==> config.mk <==
export PLATFORM = sky130hd
export DESIGN_NAME = sdcm_ram
export DESIGN_NICKNAME = d
export VERILOG_FILES = /design/src/sv/sdcm_ram.sv
export SDC_FILE = /design/constraint.sdc
export NUM_CORES = 1
export LEC_CHECK = 0
export ABC_AREA = 1
export ABC_CLOCK_PERIOD_IN_PS = 1100
export BUFFER_PORTS_ARGS = -buffer_cell sky130_fd_sc_hd__buf_4
export CORE_ASPECT_RATIO = 1.5
export CORE_MARGIN = 8
export CORE_UTILIZATION = 55
export CTS_BUF_LIST = sky130_fd_sc_hd__clkbuf_16
export DETAILED_ROUTE_END_ITERATION = 10
export PLACE_DENSITY_LB_ADDON = 0.2
export SYNTH_ARGS = -nofsm -noshare
export SYNTH_HDL_FRONTEND = slang
export SYNTH_SLANG_ARGS = --single-unit
==> constraint.sdc <==
create_clock -name clk -period 1.1 [get_ports clk]
set_input_delay 0.11 -clock clk [delete_from_list [all_inputs] [get_ports clk]]
set_output_delay 0.11 -clock clk [all_outputs]
set_load 0.03 [all_outputs]
==> src/sv/sdcm_ram.sv <==
// Generic single-write, single-read RAM with registered read data.
module sdcm_ram #(
	parameter int WIDTH = 8,
	parameter int DEPTH = 16
) (
	input  logic                     clk,
	input  logic                     we,
	input  logic [$clog2(DEPTH)-1:0] waddr,
	input  logic [WIDTH-1:0]         wdata,
	input  logic [$clog2(DEPTH)-1:0] raddr,
	output logic [WIDTH-1:0]         rdata
);
	logic [WIDTH-1:0] mem_q [DEPTH];

	always_ff @(posedge clk) begin
		if (we) begin
			mem_q[waddr] <= wdata;
		end
		rdata <= mem_q[raddr];
	end
endmodule

==> impl_metrics.toml <==
[outcome]
outcome = "complete, no violations"

[critical_path]
reg2regPathDepth = 6
path_max_fanout = 1
crit_path_end_kind = "flop"
arrival_ns = 1.36
crit_family = "simple AND/OR/NAND/NOR gates"
critPathKind = "reg -> reg"
path_common_cell = "nand3_1"
critPathMaxStageDelay_ns = 0.39
rrSetupSlack_ns = 0.05
crit_chain = "inv_1 > nand2_1 > nand3_1 > nand3_1 > nand3_1 > nand2_1"
crit_start = "mem_q[5][5]$_DFFE_PP_"
critPathLaunchType = "flop"
cp_num_buf_inv = 1
reg2reg_to = "rdata[5]$_DFF_P_"
critPathSlowestCell = "edfxtp_1"
cp.depth = 6
r2r-start = "mem_q[5][5]$_DFFE_PP_"
crit_required_ns = 1.41
setup.worst_path.end = "rdata[5]$_DFF_P_"

[min_path]
hold_path.class = "in -> reg"

[synth]
ys_seq_area_share_pct = 69.4
synthCells = 551
yosysWarnings = 0
synth_nets = 569
synth_area_um2 = 5770
syn_avg_cell_area_um2 = 10.5
ys_types = 12
synth_seq_cells = 136

[clock_tree]
root_buffer = "clkbuf_16"
clk_latency_ns = 0.42
clock-sinks = 136
cts_resized = 0
cts_tree = "built"
clk_pin_slew_worst_paths_ns = 0.06
post_cts_buffers = 0
htree_levels = 4
cts_buffers = 17
postCtsHoldBufs = 0
clockBufferDepth = 2

[drt]
detail-route-antenna-nets = 0
drt_iter0_drc = 282
vias = 3903
drt-vias-per-instance = 5.16
wl_per_cell_um = 17.2
drc = 0
wl_um = 13000
drt_pass1_iterations = 5

[pwr]
power_density_nw_per_um2 = 1720
p_leak_nw = 3.00
peakVddDrop_mv = 1.42

[final_layout]
num_antenna_cells = 0
nFillCells = 811
area_delta_synth_final_pct = 18.2
drive_gt1_share_pct = 13.9
finalCoreUtilization_pct = 65.5
nets = 618

[placement]
place_hpwl_um = 8350
portBuffers = 25
post-place-ws_ns = -0.130
place_congestion = 0.836

[grt]
antenna_found_initial = 0
grt_pass1_vias = 3906
track_usage_pct = 20.0
gr-total-overflow = 0
grt_first_pass_wirelength_um = 20500
grt_max_degree = 57

[floorplanning]
die_x_um = 99.6
core-area_um2 = 10400
start_util_pct = 55.4
die_y_um = 141
ios = 26
die_area_um2 = 14100
rows = 46

[timing]
skew_ns = 0.00578
hold_viol_final = 0
timing_worst_slew_pin_value_ns = 0.301
slew_headroom_pct = 79.9
setup_viol = 0
max_freq_mhz = 949
period_minus_slack_ns = 1.05
final-max-slew-violation-count = 0
rsz0062_at_grt = "no"
setup_ws_ns = 0.0464
finalCritPeriodShare_pct = 95.8

[run]
max_cap_violations = 0
## state kept, by name, indices dropped and copies added, names as in the netlist
| signal | cells |
|---|---|
| rdata | 8 |
| mem_q | 128 |
## logic make-up after synthesis
logic type	count (synthesis)	share of synthesized area [%]
simple gates	289	21.0
buf+inv	126	9.52
flops	136	69.4
## layout make-up
type	instances	area [um^2]	area share (%)
multi-input combinational	289	1230	18.1
clock buffer	17	425	6.24
tap	144	180	2.64
sequential	136	4000	58.7
inverter	102	383	5.61
timing repair buffer	54	493	7.23
clock inverter	15	100	1.47
## cells in the final DEF, fill, tap and decap left out, drive strengths merged
cell type,count
nand2,173
nor2,17
buf,54
nand3,97
bufinv,1
dfxtp,8
nand3b,2
edfxtp,128
clkinv,8
clkinvlp,2
inv,106
clkbuf,17
## Yosys cell counts
library cell,instances,area share (%)
nand3_1,97,8.4
buf_1,1,0.065
dfxtp_1,8,2.8
buf_4,4,0.52
nor2_1,17,1.1
edfxtp_1,128,67
nand3b_1,2,0.26
inv_2,2,0.13
buf_2,13,1.1
buf_6,6,1.2
inv_1,100,6.5
nand2_1,173,11
## metrics by stage
step	hold WS [ns]	setup TNS, ns	total power [W]	instances	cell area [um^2]
after floorplan	0.209	0	0.00641	551	5770
after global placement	0.435	-0.481	0.00679	725	6270
after detailed placement	0.440	-0.942	0.00680	725	6270
after CTS	0.00380	0	0.0118	757	6800
after global routing	0.0330	0	0.0121	757	6820
final	0.0204	0	0.0117	757	6820
## routing by layer
metal	global-route usage [%]	vias to the layer above	routed length, um
li1	-	1877	-
met3	4.76	38	669
met4	13.1	0	572
met1	22.3	1844	5020
met5	0	-	0
met2	33.4	144	6730
## worst min path at each step
| stage | slack, ns | startpoint | to | cells past startpoint |
|---|---|---|---|---|
| after floorplan | 0.21 | wdata[0] | mem_q[0][0]$_DFFE_PP_ | 0 |
| after global placement | 0.44 | raddr[3] | rdata[5]$_DFF_P_ | 3 |
| after detailed placement | 0.44 | raddr[3] | rdata[6]$_DFF_P_ | 3 |
| after CTS | 0.004 | raddr[3] | rdata[6]$_DFF_P_ | 3 |
| after global routing | 0.03 | raddr[3] | rdata[2]$_DFF_P_ | 3 |
| final | 0.02 | raddr[3] | rdata[6]$_DFF_P_ | 3 |
## worst min-delay path, stage by stage
cell and delay (ns):
buf_4 0.16, nand3_1 0.09, nand2_1 0.05
## power by group
part / switching [W] / internal [W]
Clock: 0.00200 / 0.00302
Sequential: 0.0000332 / 0.00580
Combinational: 0.000578 / 0.000294
Power figures use the tool's default switching activity.
