===== config.mk =====
export PLATFORM = sky130hd
export DESIGN_NAME = sdcm_div
export DESIGN_NICKNAME = d
export VERILOG_FILES = /design/src/sv/sdcm_pkg.sv /design/src/sv/sdcm_div.sv
export SDC_FILE = /design/constraint.sdc
export NUM_CORES = 1
export LEC_CHECK = 0
export BUFFER_PORTS_ARGS = -buffer_cell sky130_fd_sc_hd__buf_4
export CORE_AREA = 2 2 145 161
export CTS_CLUSTER_SIZE = 30
export DETAILED_ROUTE_END_ITERATION = 8
export DIE_AREA = 0 0 147 163
export PLACE_DENSITY = 0.69
export SETUP_SLACK_MARGIN = 0.02
export SYNTH_ARGS = -nofsm -noshare
export SYNTH_HDL_FRONTEND = slang
export SYNTH_SLANG_ARGS = --single-unit
export TNS_END_PERCENT = 10

===== constraint.sdc =====
create_clock -name clk -period 8.2 [get_ports clk]
set_input_delay 0.82 -clock clk [delete_from_list [all_inputs] [get_ports clk]]
set_output_delay 0.82 -clock clk [all_outputs]
set_load 0.01 [all_outputs]

===== src/sv/sdcm_pkg.sv =====
// Shared types, widths and codes for the slotted duty-cycle meter.
package sdcm_pkg;

	localparam int MAX_SLOTS  = 60;
	localparam int SLOT_IDX_W = $clog2(MAX_SLOTS);
	localparam int NOW_W      = 32;
	localparam int DUR_W      = 22;
	localparam int CNT_W      = 6;
	localparam int DUTY_W     = 16;
	localparam int FULL_W     = DUR_W + CNT_W;
	// 60 slots of up to 2^32-1 ms each
	localparam int SUM_W      = 38;
	// sum * 25600 needs 15 more bits
	localparam int DVD_W      = SUM_W + 15;
	localparam int DIV_W      = 32;
	localparam int LEN_W      = 6;
	localparam int ENTRY_W    = 2 * NOW_W;
	localparam int CFG_IDX_W  = 1;
	localparam int CFG_DATA_W = DUR_W;

	localparam logic [CFG_IDX_W-1:0] CFG_SLOT_DURATION = 1'd0;
	localparam logic [CFG_IDX_W-1:0] CFG_SLOT_COUNT    = 1'd1;

	localparam logic [DUR_W-1:0] DUR_RESET = DUR_W'(1000);
	localparam logic [CNT_W-1:0] CNT_RESET = CNT_W'(60);

	// iteration counts: 32-bit dividend, or the scaled sum
	localparam logic [LEN_W-1:0] LEN_WORD = LEN_W'(NOW_W);
	localparam logic [LEN_W-1:0] LEN_DUTY = LEN_W'(DVD_W);

	typedef enum logic [1:0] {
		OP_START = 2'd0,
		OP_END   = 2'd1,
		OP_QUERY = 2'd2
	} op_t;

	typedef enum logic [3:0] {
		ST_IDLE,
		ST_EPOCH_GO,
		ST_EPOCH_WAIT,
		ST_MOD_GO,
		ST_MOD_WAIT,
		ST_END_RD,
		ST_END_WR,
		ST_SUM,
		ST_SUM_LAST,
		ST_DUTY_GO,
		ST_DUTY_WAIT,
		ST_FINISH
	} state_t;

	typedef struct packed {
		logic             start;
		logic [LEN_W-1:0] len;
		logic [DVD_W-1:0] dividend;
		logic [DIV_W-1:0] divisor;
	} div_req_t;

	typedef struct packed {
		logic             busy;
		logic             done;
		logic [DVD_W-1:0] quotient;
		logic [DIV_W-1:0] remainder;
	} div_rsp_t;

endpackage


===== src/sv/sdcm_div.sv =====
// Restoring divider, one quotient bit per cycle, shared by all divisions.
module sdcm_div import sdcm_pkg::*; (
	input  logic     clk,
	input  logic     arst_n,
	input  div_req_t req,
	output div_rsp_t rsp
);
	logic [DVD_W-1:0] dvd_q;
	logic [DVD_W-1:0] quo_q;
	logic [DIV_W-1:0] rem_q;
	logic [DIV_W-1:0] divisor_q;
	logic [LEN_W-1:0] cnt_q;
	logic             busy_q;
	logic             done_q;
	logic [DIV_W:0]   shifted;
	logic [DIV_W:0]   diff;
	logic             ge;

	assign shifted = {rem_q, dvd_q[DVD_W-1]};
	assign ge      = shifted >= {1'b0, divisor_q};
	assign diff    = shifted - {1'b0, divisor_q};

	always_ff @(posedge clk or negedge arst_n) begin
		if (!arst_n) begin
			busy_q <= 1'b0;
			done_q <= 1'b0;
			cnt_q  <= '0;
		end else begin
			done_q <= 1'b0;
			if (req.start) begin
				busy_q <= 1'b1;
				cnt_q  <= req.len;
			end else if (busy_q) begin
				cnt_q <= cnt_q - LEN_W'(1);
				if (cnt_q == LEN_W'(1)) begin
					busy_q <= 1'b0;
					done_q <= 1'b1;
				end
			end
		end
	end

	always_ff @(posedge clk) begin
		if (req.start) begin
			dvd_q     <= req.dividend;
			divisor_q <= req.divisor;
			quo_q     <= '0;
			rem_q     <= '0;
		end else if (busy_q) begin
			dvd_q <= {dvd_q[DVD_W-2:0], 1'b0};
			quo_q <= {quo_q[DVD_W-2:0], ge};
			rem_q <= ge ? diff[DIV_W-1:0] : shifted[DIV_W-1:0];
		end
	end

	assign rsp.busy      = busy_q;
	assign rsp.done      = done_q;
	assign rsp.quotient  = quo_q;
	assign rsp.remainder = rem_q;

	assert property (@(posedge clk) disable iff (!arst_n) done_q |-> !busy_q)
		else $error("divider done while still iterating");
	assert property (@(posedge clk) disable iff (!arst_n) req.start |=> busy_q)
		else $error("divider did not begin after start");
	assert property (@(posedge clk) disable iff (!arst_n) busy_q |-> cnt_q != '0)
		else $error("divider busy with empty iteration count");
endmodule

==> impl_metrics.sql <==
INSERT INTO impl_metrics (metric_group, metric, value, unit) VALUES
('synthesis', 'postSynthNetCount', '958', ''),
('floorplanning', 'ios', '181', ''),
('run', 'drv.max_cap_violation_count', '0', ''),
('cells_and_area', 'ratio_of_cells_with_drive_above_1_in_the_final_layout', '28.7', '%'),
('global_routing', 'gr-total-overflow', '0', ''),
('synthesis', 'synthDominantAreaCellType', 'sky130_fd_sc_hd__edfxtp_1', ''),
('floorplanning', 'coreArea', '22500', 'µm²'),
('route', 'detailedRoute.firstPassIterationCount', '4', ''),
('placed_design', 'place.port_buffers', '180', ''),
('worst_setup_path', 'crit_path_max_incr_delay', '460', 'ps'),
('power_and_ir_drop', 'cellPowerDensity', '296', 'nW/µm²'),
('timing', 'clock.fmax', '0.321', 'GHz'),
('route', 'vias_per_cell', '5.09', ''),
('cts', 'cts_sinks', '178', ''),
('route', 'routedWlPerCell', '15.9', 'µm'),
('synthesis', 'number_of_enable_type_register_cells_in_the_synthesized_netlist', '85', ''),
('route', 'drt_iter0_drc', '308', ''),
('cts', 'clk-insertion-delay-late', '440', 'ps'),
('cts', 'cts_resized', '0', ''),
('cts', 'ctsLongestPathBuffers', '2', ''),
('timing', 'finalSetupViolCount', '0', ''),
('route', 'final_antenna_net_count', '0', ''),
('cts', 'cts_root_buf', 'sky130_fd_sc_hd__clkbuf_16', ''),
('timing', 'slew_headroom', '24.0', '%'),
('synthesis', 'netlist-cell-type-count', '67', ''),
('timing', 'report.final.hold_viol_count', '0', ''),
('synthesis', 'synth_top_cells_by_area', 'sky130_fd_sc_hd__edfxtp_1 29%, sky130_fd_sc_hd__dfxtp_1 19%, sky130_fd_sc_hd__mux2_2 6.9%, sky130_fd_sc_hd__mux2i_1 6.6%, sky130_fd_sc_hd__ha_1 4.8%', ''),
('cells_and_area', 'synthToLayoutAreaGrowth', '25.2', '%'),
('floorplanning', 'fp-row-count', '58', ''),
('power_and_ir_drop', 'ir_worst_vdd', '0.137', 'mV'),
('cts', 'cts.hold.buffers_added', '0', ''),
('placed_design', 'dp.cells', '1267', ''),
('floorplanning', 'die_width', '147', 'µm'),
('synthesis', 'synth_warnings', '0', ''),
('cells_and_area', 'nets', '1115', ''),
('timing', 'total_negative_slack', '0', 'ps'),
('placed_design', 'hpwlAfterDp', '14.5', 'mm'),
('synthesis', 'synthCells', '829', ''),
('timing', 'period_needed', '3120', 'ps'),
('cts', 'cts.htree.levels', '4', ''),
('synthesis', 'synth.avg_cell_area', '10.6', 'µm²'),
('cts', 'clkSlewWorstSetupHoldPaths', '80', 'ps'),
('worst_setup_path', 'crit_path_cell_trace', 'ha_1 -> a21o_1 -> a211o_1 -> nor3_1 -> o21ai_1 -> a311oi_1 -> nor3_1 -> o21ai_0 -> mux2_2 -> a311oi_1', ''),
('worst_setup_path', 'worstPathArrival', '3460', 'ps'),
('worst_setup_path', 'critical_path_required', '8540', 'ps'),
('synthesis', 'syn_area', '8810', 'µm²'),
('worst_setup_path', 'setup.worst_path.start_class', 'flop', ''),
('global_routing', 'grt_pass1_wl', '33.3', 'mm'),
('cells_and_area', 'post_layout_nonfiller_instances', '1299', ''),
('cells_and_area', 'antenna_cells_inserted', '0', ''),
('synthesis', 'synth_seq_cells', '178', ''),
('synthesis', 'synth_top_area_share', '29.0', '%'),
('cts', 'numCtsBuffers', '17', ''),
('timing', 'setup_repair_after_global_routing_missed_its_margin', 'false', ''),
('route', 'drc_violations_left', '0', ''),
('floorplanning', 'die_h', '163', 'µm'),
('worst_setup_path', 'critical_path_start_end_classification', 'flop to flop', ''),
('power_and_ir_drop', 'static-leakage-power', '5.00', 'nW'),
('timing', 'tightestPinTransition', '1140', 'ps'),
('worst_setup_path', 'critPathSlowestCell', 'sky130_fd_sc_hd__a311oi_1', ''),
('run_status', 'status', 'completed', ''),
('synthesis', 'post-synth-top-count-cell', 'sky130_fd_sc_hd__nor2_1', ''),
('worst_hold_path', 'hold_path_class', 'input pin to async pin', ''),
('global_routing', 'globalRouteTotalUtil', '17.3', '%'),
('floorplanning', 'start_util', '39.2', '%'),
('placed_design', 'gp_congestion', '0.860', ''),
('timing', 'finalMaxSlewViolations', '0', ''),
('timing', 'final.setup_skew', '16.2', 'ps'),
('timing', 'finalCritPeriodShare', '38.0', '%'),
('synthesis', 'netlist_top_cells_count', '100 x sky130_fd_sc_hd__nor2_1, 85 x sky130_fd_sc_hd__dfxtp_1, 85 x sky130_fd_sc_hd__edfxtp_1, 73 x sky130_fd_sc_hd__nand2_1, 58 x sky130_fd_sc_hd__mux2i_1', ''),
('global_routing', 'maximum_number_of_pins_on_one_net_before_global_route_repair', '94', '');
## kinds of logic (layout without fill, tap and decap cells)
family | count (synthesis) | after routing | synth area share, %
and+or+nand+nor | 252 | 252 | 12.9
adders and majority gates | 35 | 35 | 5.05
muxes | 112 | 112 | 13.5
buffers and inverters | 91 | 261 | 4.19
DFF | 178 | 178 | 50.5
AOI/OAI and AO/OA | 136 | 136 | 11.3
xor gates and xnor gates | 25 | 25 | 2.48
## layout make-up
| class | instances | area [µm²] | area share [%] |
|---|---|---|---|
| clock buffers | 17 | 425 | 3.86 |
| clock inverters | 15 | 230 | 2.09 |
| inverters | 45 | 169 | 1.53 |
| multi-input cells | 560 | 3990 | 36.2 |
| flip-flops and latches | 178 | 4460 | 40.4 |
| well taps | 300 | 375 | 3.40 |
| repair buffers | 184 | 1390 | 12.6 |
## through the flow
stage               utilization (%)  instance area [µm²]  hold WS (ps)  worst slack [ps]  power [W]
floorplan                         -                 8810           516              5090    0.00204
global placement               46.1                10400           478              5250    0.00239
detailed placement             46.1                10400           510              5120    0.00240
CTS                            49.0                11000           167              5070    0.00330
global route                   49.0                11000           167              4840    0.00348
finish                         49.0                11000           191              5080    0.00327
## registers in the layout, summed over array words and instances (netlist names)
register,count
dvd_q,53
quo_q,53
divisor_q,32
rem_q,32
cnt_q,6
busy_q,1
done_q,1
## report_power, final
| part | internal, W | switching (W) |
|---|---|---|
| clock network | 0.000434 | 0.000444 |
| logic | 0.000541 | 0.000674 |
| registers | 0.00107 | 0.000109 |
| total | 0.00204 | 0.00123 |
## worst max-delay path: cells and delay by family, from the launching register on
kind | cells | cell delay, ps
AND/OR/NAND/NOR | 2 | 310
AO/OA/AOI/OAI | 6 | 1610
multiplexers | 1 | 350
flip-flops | 1 | 350
adder cells (fa/ha/maj) | 1 | 400
## cells in the final DEF (no fill, tap or decap), types with 3 or more instances in the layout
cell type / n
sky130_fd_sc_hd__inv_1: 43
sky130_fd_sc_hd__a31oi_1: 3
sky130_fd_sc_hd__clkbuf_16: 17
sky130_fd_sc_hd__nor2_1: 100
sky130_fd_sc_hd__nand2b_1: 10
sky130_fd_sc_hd__dfxtp_1: 85
sky130_fd_sc_hd__buf_4: 183
sky130_fd_sc_hd__or3_1: 3
sky130_fd_sc_hd__nand2_1: 73
sky130_fd_sc_hd__ha_1: 34
sky130_fd_sc_hd__a211oi_1: 8
sky130_fd_sc_hd__and2_1: 3
sky130_fd_sc_hd__o211ai_1: 8
sky130_fd_sc_hd__inv_12: 5
sky130_fd_sc_hd__mux2_2: 54
sky130_fd_sc_hd__nor3_1: 14
sky130_fd_sc_hd__edfxtp_1: 85
sky130_fd_sc_hd__nand3_1: 14
sky130_fd_sc_hd__xnor2_1: 15
sky130_fd_sc_hd__a21o_1: 5
sky130_fd_sc_hd__a21oi_1: 29
sky130_fd_sc_hd__o21ai_0: 23
sky130_fd_sc_hd__dfrtp_1: 7
sky130_fd_sc_hd__a311oi_1: 21
sky130_fd_sc_hd__nor4_1: 3
sky130_fd_sc_hd__xor2_1: 10
sky130_fd_sc_hd__clkinv_8: 6
sky130_fd_sc_hd__nand4_1: 10
sky130_fd_sc_hd__o21a_1: 6
sky130_fd_sc_hd__and3_1: 8
sky130_fd_sc_hd__mux2i_1: 58
sky130_fd_sc_hd__nor2b_1: 4
sky130_fd_sc_hd__a311oi_2: 3
## layer usage
layer | part of all wire, % | track usage, % | wire (µm) | vias up
li1 | - | - | - | 3297
met1 | 43 | 21.7 | 8970 | 3151
met2 | 48 | 28.3 | 9890 | 159
met3 | 8.0 | 6.36 | 1650 | 11
met4 | 0.75 | 4.85 | 154 | 0
met5 | 0 | 0 | 0 | -
## worst paths after layout
kind                             end  cells after the start  startpoint
min reg2reg                rem_q[20]                      2   rem_q[19]
max                        rem_q[30]                     10   rem_q[10]
min                           done_q                      1      arst_n
max in group asynchronous     busy_q                      1      arst_n
min in group clk           rem_q[20]                      2   rem_q[19]
max reg2reg                rem_q[30]                     10   rem_q[10]
No activity file was read; power rests on OpenSTA's default activity.
